===== src/hw/rtl/ppc_pkg.sv =====
// ----------------------------------------------------------------------------
// ppc_pkg
// Shared types, sizes and codes of the point-in-polygon classifier.
// ----------------------------------------------------------------------------
package ppc_pkg;

  localparam int COORD_BITS   = 16;
  localparam int MAX_VERTICES = 1024;

  // Field width on the stream and the significant bits taken from it.
  localparam int COORD_W   = 16;
  localparam int SIG_BITS  = (COORD_BITS < COORD_W) ? COORD_BITS : COORD_W;
  localparam int SEXT_SHIFT = COORD_W - SIG_BITS;

  // Vertex counter saturates at MAX_VERTICES + 1.
  localparam int CNT_W = $clog2(MAX_VERTICES + 2);

  localparam int EDGE_FIFO_DEPTH = 4;
  localparam int FIFO_PTR_W      = $clog2(EDGE_FIFO_DEPTH);
  localparam int FIFO_CNT_W      = $clog2(EDGE_FIFO_DEPTH + 1);

  localparam int DIFF_W = COORD_W + 1;        // coordinate difference
  localparam int PROD_W = 2 * DIFF_W;         // difference product
  localparam int AREA_PROD_W = 2 * COORD_W;   // shoelace product
  localparam int AREA_W = 64;                 // shoelace sum, wraps
  localparam int NUM_W  = PROD_W + 1;         // crossing numerator, signed
  localparam int MAG_W  = NUM_W - 1;          // numerator magnitude
  localparam int DEN_W  = COORD_W;            // |dy| fits unsigned
  localparam int CMP_W  = MAG_W + DEN_W;      // cross-multiplied compare

  localparam int S_TDATA_W = 4 * COORD_W;
  localparam int M_TDATA_W = 8;

  localparam logic [1:0] REL_EXTERIOR = 2'd0;
  localparam logic [1:0] REL_INTERIOR = 2'd1;
  localparam logic [1:0] REL_BOUNDARY = 2'd2;

  typedef logic signed [COORD_W-1:0] coord_t;

  typedef struct packed {
    coord_t sx;
    coord_t sy;
    coord_t ex;
    coord_t ey;
    coord_t qx;
    coord_t qy;
    logic   closing;   // edge back to the first vertex, ends the polygon
    logic   ovf;       // polygon exceeded MAX_VERTICES
  } edge_t;

  function automatic coord_t sext(input logic [COORD_W-1:0] v);
    logic [COORD_W-1:0] t;
    t = v << SEXT_SHIFT;
    sext = $signed(t) >>> SEXT_SHIFT;
  endfunction

endpackage


===== src/hw/rtl/ppc_edge_fifo.sv =====
// ----------------------------------------------------------------------------
// ppc_edge_fifo
// Short queue of polygon edges between the front and the edge unit.
// ----------------------------------------------------------------------------
module ppc_edge_fifo (
  input  logic          clk,
  input  logic          rst,
  input  logic          push,
  input  ppc_pkg::edge_t wdata,
  output logic          full,
  input  logic          pop,
  output ppc_pkg::edge_t rdata,
  output logic          empty
);

  ppc_pkg::edge_t                   mem [ppc_pkg::EDGE_FIFO_DEPTH];
  logic [ppc_pkg::FIFO_PTR_W-1:0]   wr_ptr;
  logic [ppc_pkg::FIFO_PTR_W-1:0]   rd_ptr;
  logic [ppc_pkg::FIFO_CNT_W-1:0]   count;

  assign full  = (count == ppc_pkg::FIFO_CNT_W'(ppc_pkg::EDGE_FIFO_DEPTH));
  assign empty = (count == '0);
  assign rdata = mem[rd_ptr];

  always_ff @(posedge clk) begin
    if (push) begin
      mem[wr_ptr] <= wdata;
    end
  end

  always_ff @(posedge clk) begin
    if (rst) begin
      wr_ptr <= '0;
      rd_ptr <= '0;
      count  <= '0;
    end else begin
      if (push) begin
        wr_ptr <= wr_ptr + 1'b1;
      end
      if (pop) begin
        rd_ptr <= rd_ptr + 1'b1;
      end
      if (push && !pop) begin
        count <= count + 1'b1;
      end else if (pop && !push) begin
        count <= count - 1'b1;
      end
    end
  end

endmodule


===== config.mk =====
export PLATFORM = sky130hd
export DESIGN_NAME = ppc_edge_fifo
export DESIGN_NICKNAME = d
export VERILOG_FILES = /design/src/hw/rtl/ppc_pkg.sv /design/src/hw/rtl/ppc_edge_fifo.sv
export SDC_FILE = /design/constraint.sdc
export NUM_CORES = 1
export LEC_CHECK = 0
export BUFFER_PORTS_ARGS = -buffer_cell sky130_fd_sc_hd__buf_4
export CORE_ASPECT_RATIO = 1.5
export CORE_MARGIN = 2
export CORE_UTILIZATION = 35
export DETAILED_ROUTE_END_ITERATION = 10
export GPL_ROUTABILITY_DRIVEN = 0
export PLACE_DENSITY = 0.65
export SLEW_MARGIN = 20
export SYNTH_ARGS = -nofsm -noshare
export SYNTH_HDL_FRONTEND = slang
export SYNTH_SLANG_ARGS = --single-unit

===== constraint.sdc =====
create_clock -name clk -period 6.1 [get_ports clk]
set_input_delay 0.915 -clock clk [delete_from_list [all_inputs] [get_ports clk]]
set_output_delay 0.915 -clock clk [all_outputs]
set_load 0.05 [all_outputs]

==> run metrics <==
outcome completed; TritonRoute pass-1 iters 5; I/O pin count 202; number of global-route vias before repair 7146; Post-Synth Adder-Cell Area 0.00567; first-pass GRT wire length 42500 um; total of max-cap violations 0; Netlist cell types 22; Synth Area in XOR/XNOR 0.00301; CTS Sinks 401; Die Ht 254 um; Hold Crit Class flip-flop to flip-flop; Fin Clk Skew 0.0146 ns; largest net degree at the start of global routing 99; Finished Core Util 0.437; Initial DRC Count 463; CP Launch Type flip-flop; Layout area overhead 23.3%; input/output buffers 201; combinational family with the most area after synthesis multiplexers; CP arrival 2.60 ns; Setup TNS 0 ns; most used cell along the critical path buf_4; CP Class flip-flop to output pin; final setup violating endpoints 0; critical path's slowest cell dfxtp_4; unrepaired setup endpoints after global routing no; #FFs+latches synth 401; fmax 285 MHz; total CTS buffers 39; dpl hpwl 16500 um; Max transition margin 0.419; pre-CTS setup slack 2.82 ns; num rows 91; DR WL/cell 20.8 um; final number of max-transition violations 0; Horiz. Die Dim 171 um; CP Data Required Time 5.18 ns; Clk Latency, worst-skew pair 0.53 ns; Synth Flop Type edfxtp_1; fin cells 1372; drt via density 4.71; pwr dens 359 nW/um^2; Placed Cells 1302; Max VDD drop 0.234 mV; Crit Path Max Fanout 41; DRC Markers 0; routed via count 6459; initial antenna violation count 3; share of cells above drive strength 1 0.455; Final Hold Vio Count 0; Syn Area/Cell 26.2 sq um; clk root buf clkbuf_16; minimum clock period 3.51 ns; Tcrit/Tclk final 0.576; H-tree levels 2; commonest cells after routing, fill and taps aside edfxtp_1, buf_4, mux4_2, clkbuf_16, clkinv_1; CTS tree yes; post-layout net count 894; Resized Gates After CTS 0; Tightest Pin Transition 0.871 ns; Congestion Overflow GR 0; worst setup margin 2.59 ns; leakage power 5.97 nW; critical path endpoint category output pin; Ys Warns 0; Mapped Area 14600 sq um; Hold Buf Count CTS 0; Max Root-Sink Buffers 3; Routed Antenna Nets 0; postcts setup bufs 0; total track usage 0.132; gate count of the mapped netlist 556; Clock transition at path regs 0.06 ns; proportion of synthesized area in mux cells 0.153; sequential area share after synthesis 0.821; most common cell after layout, fill and taps aside edfxtp_1; simple-gate portion of the synthesized area 0.00507; initial core utilization 0.354; DRT Wirelength 28500 um; DP Area 16700 sq um; die area 43300 sq um; Max stage delay on crit path 0.65 ns; Synth async-reset ratio 0; crit path cell chain buf_16 > buf_4 > mux4_2 > buf_4; Post-Syn Nets 664; Synth Area in Compound Gates 0.000688; EDFF count, synth 392; Core Box Area 41100 sq um; post-route cell area 17900 sq um
## logic make-up after synthesis
kind of cell	Yosys count
DFF	401
buffers and inverters	27
and+or+nand+nor	15
xor gates and xnor gates	5
adders and majority gates	6
AOI/OAI and AO/OA	2
muxes	100
## synthesized netlist by cell type, types with 2 or more instances
master,instances,area [sq um]
and2_1,4,25.0
buf_12,2,40.0
buf_2,11,55.1
clkbuf_1,8,30.0
dfxtp_1,9,180
edfxtp_1,392,11800
ha_1,5,62.6
inv_1,4,15.0
mux2i_1,2,20.0
mux4_2,98,2210
nor2_1,7,26.3
xnor2_1,2,17.5
xor2_1,3,26.3
## worst paths after layout
check,start,endpoint,slack (ns),cells past startpoint
min,count[2]$_SDFFE_PP0P_,count[2]$_SDFFE_PP0P_,0.52,2
max,flip-flop,rdata[12],2.59,4
min reg2reg,count[2]$_SDFFE_PP0P_,count[2]$_SDFFE_PP0P_,0.52,2
max reg2reg,wr_ptr[0]$_SDFFE_PP0P_,mem[2][20]$_DFFE_PP_,4.06,4
## metal layers
layer  global-route usage  share of wire
met4               0.0503          0.030
met1                0.153           0.38
met3               0.0302          0.048
met5                    0         0.0011
met2                0.238           0.54
## worst max-delay path: cells and delay by family (launching register included)
family / cells / cell delay, ns
flip-flops: 1 / 0.65
multiplexers: 1 / 0.40
buffers and inverters: 3 / 1.00
## sequential cells by signal (all words and copies together), names as in the netlist, named ones only
register / cells
count: 3
mem: 392
wr_ptr: 2
rd_ptr: 2
## through the flow
step | total power, mW | hold WS [ns]
after global routing | 6.68 | 0.562
final | 6.44 | 0.523
after detailed placement | 4.25 | 0.518
after floorplan | 3.93 | 0.466
after global placement | 4.24 | 0.491
after CTS | 6.54 | 0.532
## power breakdown
group | internal (mW) | switching (mW)
clock | 1.30 | 0.969
combinational | 0.337 | 0.630
sequential | 3.17 | 0.0375
total | 4.80 | 1.64
## cell type report
class | instances | area [sq um]
Tap cell | 558 | 698
Inverter | 4 | 15.0
Timing Repair Buffer | 212 | 1620
Clock inverter | 25 | 206
Sequential cell | 401 | 12000
Clock buffer | 43 | 991
Multi-Input combinational cell | 128 | 2450
Fill cell | 3526 | 23200
Antenna cell | 1 | 2.50
No activity file was read; power rests on OpenSTA's default activity.
