<file path="src/hw/rtl/ppc_pkg.sv">
// ----------------------------------------------------------------------------
// ppc_pkg
// Shared types, sizes and codes of the point-in-polygon classifier.
// ----------------------------------------------------------------------------
package ppc_pkg;

  localparam int COORD_BITS   = 16;
  localparam int MAX_VERTICES = 1024;

  // Field width on the stream and the significant bits taken from it.
  localparam int COORD_W   = 16;
  localparam int SIG_BITS  = (COORD_BITS < COORD_W) ? COORD_BITS : COORD_W;
  localparam int SEXT_SHIFT = COORD_W - SIG_BITS;

  // Vertex counter saturates at MAX_VERTICES + 1.
  localparam int CNT_W = $clog2(MAX_VERTICES + 2);

  localparam int EDGE_FIFO_DEPTH = 4;
  localparam int FIFO_PTR_W      = $clog2(EDGE_FIFO_DEPTH);
  localparam int FIFO_CNT_W      = $clog2(EDGE_FIFO_DEPTH + 1);

  localparam int DIFF_W = COORD_W + 1;        // coordinate difference
  localparam int PROD_W = 2 * DIFF_W;         // difference product
  localparam int AREA_PROD_W = 2 * COORD_W;   // shoelace product
  localparam int AREA_W = 64;                 // shoelace sum, wraps
  localparam int NUM_W  = PROD_W + 1;         // crossing numerator, signed
  localparam int MAG_W  = NUM_W - 1;          // numerator magnitude
  localparam int DEN_W  = COORD_W;            // |dy| fits unsigned
  localparam int CMP_W  = MAG_W + DEN_W;      // cross-multiplied compare

  localparam int S_TDATA_W = 4 * COORD_W;
  localparam int M_TDATA_W = 8;

  localparam logic [1:0] REL_EXTERIOR = 2'd0;
  localparam logic [1:0] REL_INTERIOR = 2'd1;
  localparam logic [1:0] REL_BOUNDARY = 2'd2;

  typedef logic signed [COORD_W-1:0] coord_t;

  typedef struct packed {
    coord_t sx;
    coord_t sy;
    coord_t ex;
    coord_t ey;
    coord_t qx;
    coord_t qy;
    logic   closing;   // edge back to the first vertex, ends the polygon
    logic   ovf;       // polygon exceeded MAX_VERTICES
  } edge_t;

  function automatic coord_t sext(input logic [COORD_W-1:0] v);
    logic [COORD_W-1:0] t;
    t = v << SEXT_SHIFT;
    sext = $signed(t) >>> SEXT_SHIFT;
  endfunction

endpackage

</file>
<file path="src/hw/rtl/ppc_front.sv">
// ----------------------------------------------------------------------------
// ppc_front
// Takes vertex words, tracks first and previous vertex, emits edges.
// ----------------------------------------------------------------------------
module ppc_front (
  input  logic                            clk,
  input  logic                            rst,
  input  logic                            s_axis_tvalid,
  output logic                            s_axis_tready,
  input  logic [ppc_pkg::S_TDATA_W-1:0]   s_axis_tdata,
  input  logic                            s_axis_tlast,
  input  logic                            fifo_full,
  output logic                            push,
  output ppc_pkg::edge_t                  push_data
);

  logic                        started;
  ppc_pkg::coord_t             first_x;
  ppc_pkg::coord_t             first_y;
  ppc_pkg::coord_t             prev_x;
  ppc_pkg::coord_t             prev_y;
  ppc_pkg::coord_t             query_x;
  ppc_pkg::coord_t             query_y;
  logic [ppc_pkg::CNT_W-1:0]   count;
  logic [ppc_pkg::CNT_W-1:0]   count_next;
  logic                        pend;
  ppc_pkg::edge_t              pend_edge;

  ppc_pkg::coord_t vx;
  ppc_pkg::coord_t vy;
  ppc_pkg::coord_t tx;
  ppc_pkg::coord_t ty;
  logic            take;

  assign vx = ppc_pkg::sext(s_axis_tdata[15:0]);
  assign vy = ppc_pkg::sext(s_axis_tdata[31:16]);
  assign tx = ppc_pkg::sext(s_axis_tdata[47:32]);
  assign ty = ppc_pkg::sext(s_axis_tdata[63:48]);

  // Hold input while the closing edge waits for queue space or the queue is full.
  assign s_axis_tready = !pend && !fifo_full;
  assign take          = s_axis_tvalid && s_axis_tready;

  assign count_next = (count <= ppc_pkg::CNT_W'(ppc_pkg::MAX_VERTICES)) ?
                      count + 1'b1 : count;

  always_comb begin
    if (pend) begin
      push      = !fifo_full;
      push_data = pend_edge;
    end else begin
      push              = take && started;
      push_data.sx      = prev_x;
      push_data.sy      = prev_y;
      push_data.ex      = vx;
      push_data.ey      = vy;
      push_data.qx      = query_x;
      push_data.qy      = query_y;
      push_data.closing = 1'b0;
      push_data.ovf     = 1'b0;
    end
  end

  always_ff @(posedge clk) begin
    if (take && s_axis_tlast) begin
      pend_edge.sx      <= vx;
      pend_edge.sy      <= vy;
      pend_edge.ex      <= started ? first_x : vx;
      pend_edge.ey      <= started ? first_y : vy;
      pend_edge.qx      <= started ? query_x : tx;
      pend_edge.qy      <= started ? query_y : ty;
      pend_edge.closing <= 1'b1;
      pend_edge.ovf     <= (count_next > ppc_pkg::CNT_W'(ppc_pkg::MAX_VERTICES));
    end
  end

  always_ff @(posedge clk) begin
    if (rst) begin
      started <= 1'b0;
      first_x <= '0;
      first_y <= '0;
      prev_x  <= '0;
      prev_y  <= '0;
      query_x <= '0;
      query_y <= '0;
      count   <= '0;
      pend    <= 1'b0;
    end else begin
      if (pend && !fifo_full) begin
        pend <= 1'b0;
      end
      if (take) begin
        if (s_axis_tlast) begin
          // Queue the closing edge once there is space and start a fresh polygon.
          pend    <= 1'b1;
          started <= 1'b0;
          count   <= '0;
        end else begin
          if (!started) begin
            started <= 1'b1;
            first_x <= vx;
            first_y <= vy;
            query_x <= tx;
            query_y <= ty;
          end
          prev_x <= vx;
          prev_y <= vy;
          count  <= count_next;
        end
      end
    end
  end

endmodule

</file>
<file path="config.mk">
export PLATFORM = sky130hd
export DESIGN_NAME = ppc_front
export DESIGN_NICKNAME = d
export VERILOG_FILES = /design/src/hw/rtl/ppc_pkg.sv /design/src/hw/rtl/ppc_front.sv
export SDC_FILE = /design/constraint.sdc
export NUM_CORES = 1
export LEC_CHECK = 0
export BUFFER_PORTS_ARGS = -buffer_cell sky130_fd_sc_hd__buf_2
export CAP_MARGIN = 10
export CORE_MARGIN = 2
export CORE_UTILIZATION = 60
export CTS_CLUSTER_DIAMETER = 200
export DETAILED_ROUTE_END_ITERATION = 8
export PLACE_DENSITY = 0.94
export RECOVER_POWER = 50
export SETUP_SLACK_MARGIN = 0.3
export SYNTH_ARGS = -nofsm -noshare
export SYNTH_HDL_FRONTEND = slang
export SYNTH_SLANG_ARGS = --single-unit
</file>
<file path="constraint.sdc">
create_clock -name clk -period 7.52 [get_ports clk]
set_input_delay 0.376 -clock clk [delete_from_list [all_inputs] [get_ports clk]]
set_output_delay 0.376 -clock clk [all_outputs]
set_load 0.005 [all_outputs]
</file>
==> qor.yml <==
run_status:
  status: "finished, violations left"
  failed_checks: "capacitance limit, slew limit"
power:
  p_leak_nw: 3.85
  p_seq_frac: 0.505
  p_switching_mw: 0.543
  clkPwrFrac: 0.413
  power_density_nw_per_um2: 237
  p_comb_frac: 0.082
  p_int_mw: 1.91
  ir_worst_vdd_v: 0.000203
  p_sw_frac: 0.221
final_layout:
  syn2layout_area_growth_pct: 16.3
  multiInputGateArea_sq_um: 3540
  diodes: 0
  num-fill-cells: 995
  seqCellArea_sq_um: 5090
  fin_cells: 1135
  layout.nets: 1008
  design_area_sq_um: 10400
  drive_gt1_frac: 0.291
route:
  wl_per_cell_microns: 17.4
  dr.pass1.iters: 5
  viasPerCell: 5.72
  ant_nets: 0
  drt_iter0_drc: 580
  drc: 0
  routed-via-count: 6487
  drt-total-wl_mm: 19.8
clock_tree:
  cts_buffers: 21
  postCtsHoldBufs: 0
  cts_tree: "done"
  numClockSinks: 206
  worstSkewPairLatency_ps: 480
  root_buffer: "clkbuf_16"
  post_cts_buffers: 0
  ctsResizeCount: 0
  clk_path_buf_depth: 3
  clkSlewWorstSetupHoldPaths_ps: 60
  htree_levels: 1
critical_path:
  endpoint_kind: "flip-flop"
  critPathArrivalTime_ps: 5430
  cp-start-kind: "flip-flop"
  slowest_delay_ps: 1820
  path_max_fanout: 51
  required_ps: 7920
  slowest_stage: "dfxtp_1"
  worstPathCellList: "nor3b_1, nand2b_1, buf_4, nand2_1, a21oi_1"
  worst-setup-path-type: "reg2reg"
  startpoint: "pend$_SDFF_PP0_"
  rr_startpoint: "pend$_SDFF_PP0_"
floorplan:
  num_rows: 44
  die_h_microns: 126
  start_util: 0.613
  core_sq_um: 14500
  die_w_microns: 126
  ioPinCount: 169
  die-area_sq_um: 15800
placed_design:
  hpwl_mm: 11.6
  gp_congestion: 0.827
  numPortBuffers: 168
  dp.cells: 1098
  placed_cell_area_sq_um: 9780
synth:
  yosys_warnings: 0
  syn_inst: 802
  synth_area_sq_um: 8910
  yosys_register_bits: 206
  synth_nets: 873
  ys_seq_area_frac: 0.572
  syn_avg_cell_area_sq_um: 11.1
  yosysUniqueCellTypes: 40
sta:
  setup_violations: 0
  relSlewSlack: -1.21
  finalSetupTns_ps: 0
  hold_violations: 0
  slew_viol_final: 169
  rsz0062_at_grt: "no"
  worst_pin_slew_ps: 3310
  fmax_ghz: 0.198
  post-route-period-util: 0.670
  min_period_ps: 5040
  fin_worst_skew_ps: 6.18
  worst_hold_slack_ps: 154
global_route:
  grt_pass1_vias: 6429
  grt_pass1_wl_mm: 31.2
  grt_use_total: 0.238
  grt_max_degree: 98
  antenna_found_initial: 0
  grt_overflow_total: 0
job:
  drv_cap: 3
worst_hold_path:
  holdCritStartpoint: "s_axis_tdata[14]"
  min_path_type: "in2reg"
==> routing by layer <==
metal  global-route usage  wire [microns]  part of all wire
met3               0.0399            1180             0.060
met4               0.0640             367             0.019
met1                0.301            8300              0.42
met5                    0               0                 0
met2                0.425            9920              0.50
==> worst paths after layout <==
kind | to | slack, ps | cells after the start
worst max-delay path | prev_y[5]$_SDFFE_PP0P_ | 2480 | 5
worst min-delay path | pend_edge[96]$_DFFE_PP_ | 150 | 1
worst max register to register | prev_y[5]$_SDFFE_PP0P_ | 2480 | 5
worst min register to register | prev_x[1]$_SDFFE_PP0P_ | 450 | 2
==> cell usage in the layout (no fill, tap or decap), types with 2 or more instances in the layout <==
| cell type | instances |
|---|---|
| nand3b_1 | 3 |
| dfxtp_1 | 109 |
| o21ai_1 | 3 |
| a22oi_1 | 3 |
| buf_4 | 6 |
| nor2_1 | 17 |
| ha_1 | 2 |
| mux2_2 | 121 |
| clkbuf_1 | 59 |
| inv_1 | 3 |
| bufinv_16 | 2 |
| o21ai_0 | 6 |
| nand4_1 | 2 |
| nor3_1 | 5 |
| nand2_1 | 196 |
| a31oi_1 | 4 |
| mux2_1 | 39 |
| a21oi_1 | 105 |
| or4_1 | 2 |
| clkbuf_8 | 2 |
| nand3_1 | 3 |
| a311o_1 | 2 |
| buf_2 | 113 |
| clkinv_2 | 5 |
| clkbuf_16 | 21 |
| edfxtp_1 | 97 |
==> synthesized netlist by cell type, drive strengths merged <==
cell type	count	area (sq um)
a21oi	105	526
mux2	160	1800
a41oi	1	16.3
nand2	196	736
a2bb2oi	1	8.76
nor2	18	67.6
a311oi	1	15.0
and2	3	18.8
ha	2	25.0
o21ai	9	45.0
inv	3	11.3
xnor2	1	8.76
buf	8	55.1
o41ai	1	27.5
nor3b	1	7.51
a311o	2	20.0
nand4	2	12.5
or3b	1	8.76
clkbuf	53	210
dfxtp	109	2180
mux2i	1	10.0
o21bai	1	7.51
nand3	3	15.0
nand2b	1	6.26
nand3b	3	22.5
nor4	1	6.26
xor2	1	8.76
a31oi	4	25.0
or4b	1	13.8
nor3	5	25.0
or3	1	6.26
or4	2	15.0
a22oi	3	22.5
a211oi	1	7.51
edfxtp	97	2910
==> registers in the layout (all words and copies together), names as in the netlist <==
register / cells
prev_y: 16
prev_x: 16
started: 1
count: 11
pend_edge: 97
query_x: 16
pend: 1
first_x: 16
first_y: 16
query_y: 16
==> stage by stage <==
stage                      util  total power [mW]  worst slack, ps
final                     0.713              2.45             2480
after global routing      0.713              2.54             2060
after CTS                 0.719              2.48             4230
after detailed placement  0.673              1.47             4230
after global placement    0.673              1.46             4340
after floorplan               -              1.39             3800
==> cell families after synthesis <==
group,share of synthesized area
buf+inv,0.0310
simple gates,0.108
mux,0.203
compound gates,0.0809
flops,0.572
xor+xnor,0.00197
fa+ha+maj,0.00281
==> layout make-up <==
cell class / count / share of cell area
Sequential cell: 206 / 0.492
Multi-Input combinational cell: 532 / 0.342
Timing Repair Buffer: 173 / 0.0786
Clock buffer: 29 / 0.0556
Tap cell: 184 / 0.0222
Clock inverter: 8 / 0.00894
Inverter: 3 / 0.00109
==> critical path, delay by kind of cell (launching register included) <==
| kind | cells | cell delay (ps) |
|---|---|---|
| compound gates | 1 | 210 |
| buf+inv | 1 | 680 |
| flops | 1 | 1820 |
| simple gates | 3 | 2190 |
==> power groups by stage <==
stage	combinational [mW]	sequential [mW]	clock, mW
2_1_floorplan	0.138	1.25	0
3_3_place_gp	0.199	1.26	0
3_5_place_dp	0.205	1.26	0
4_1_cts	0.207	1.24	1.03
5_1_grt	0.219	1.24	1.07
6_report	0.200	1.24	1.01
Power figures use the tool's default switching activity.
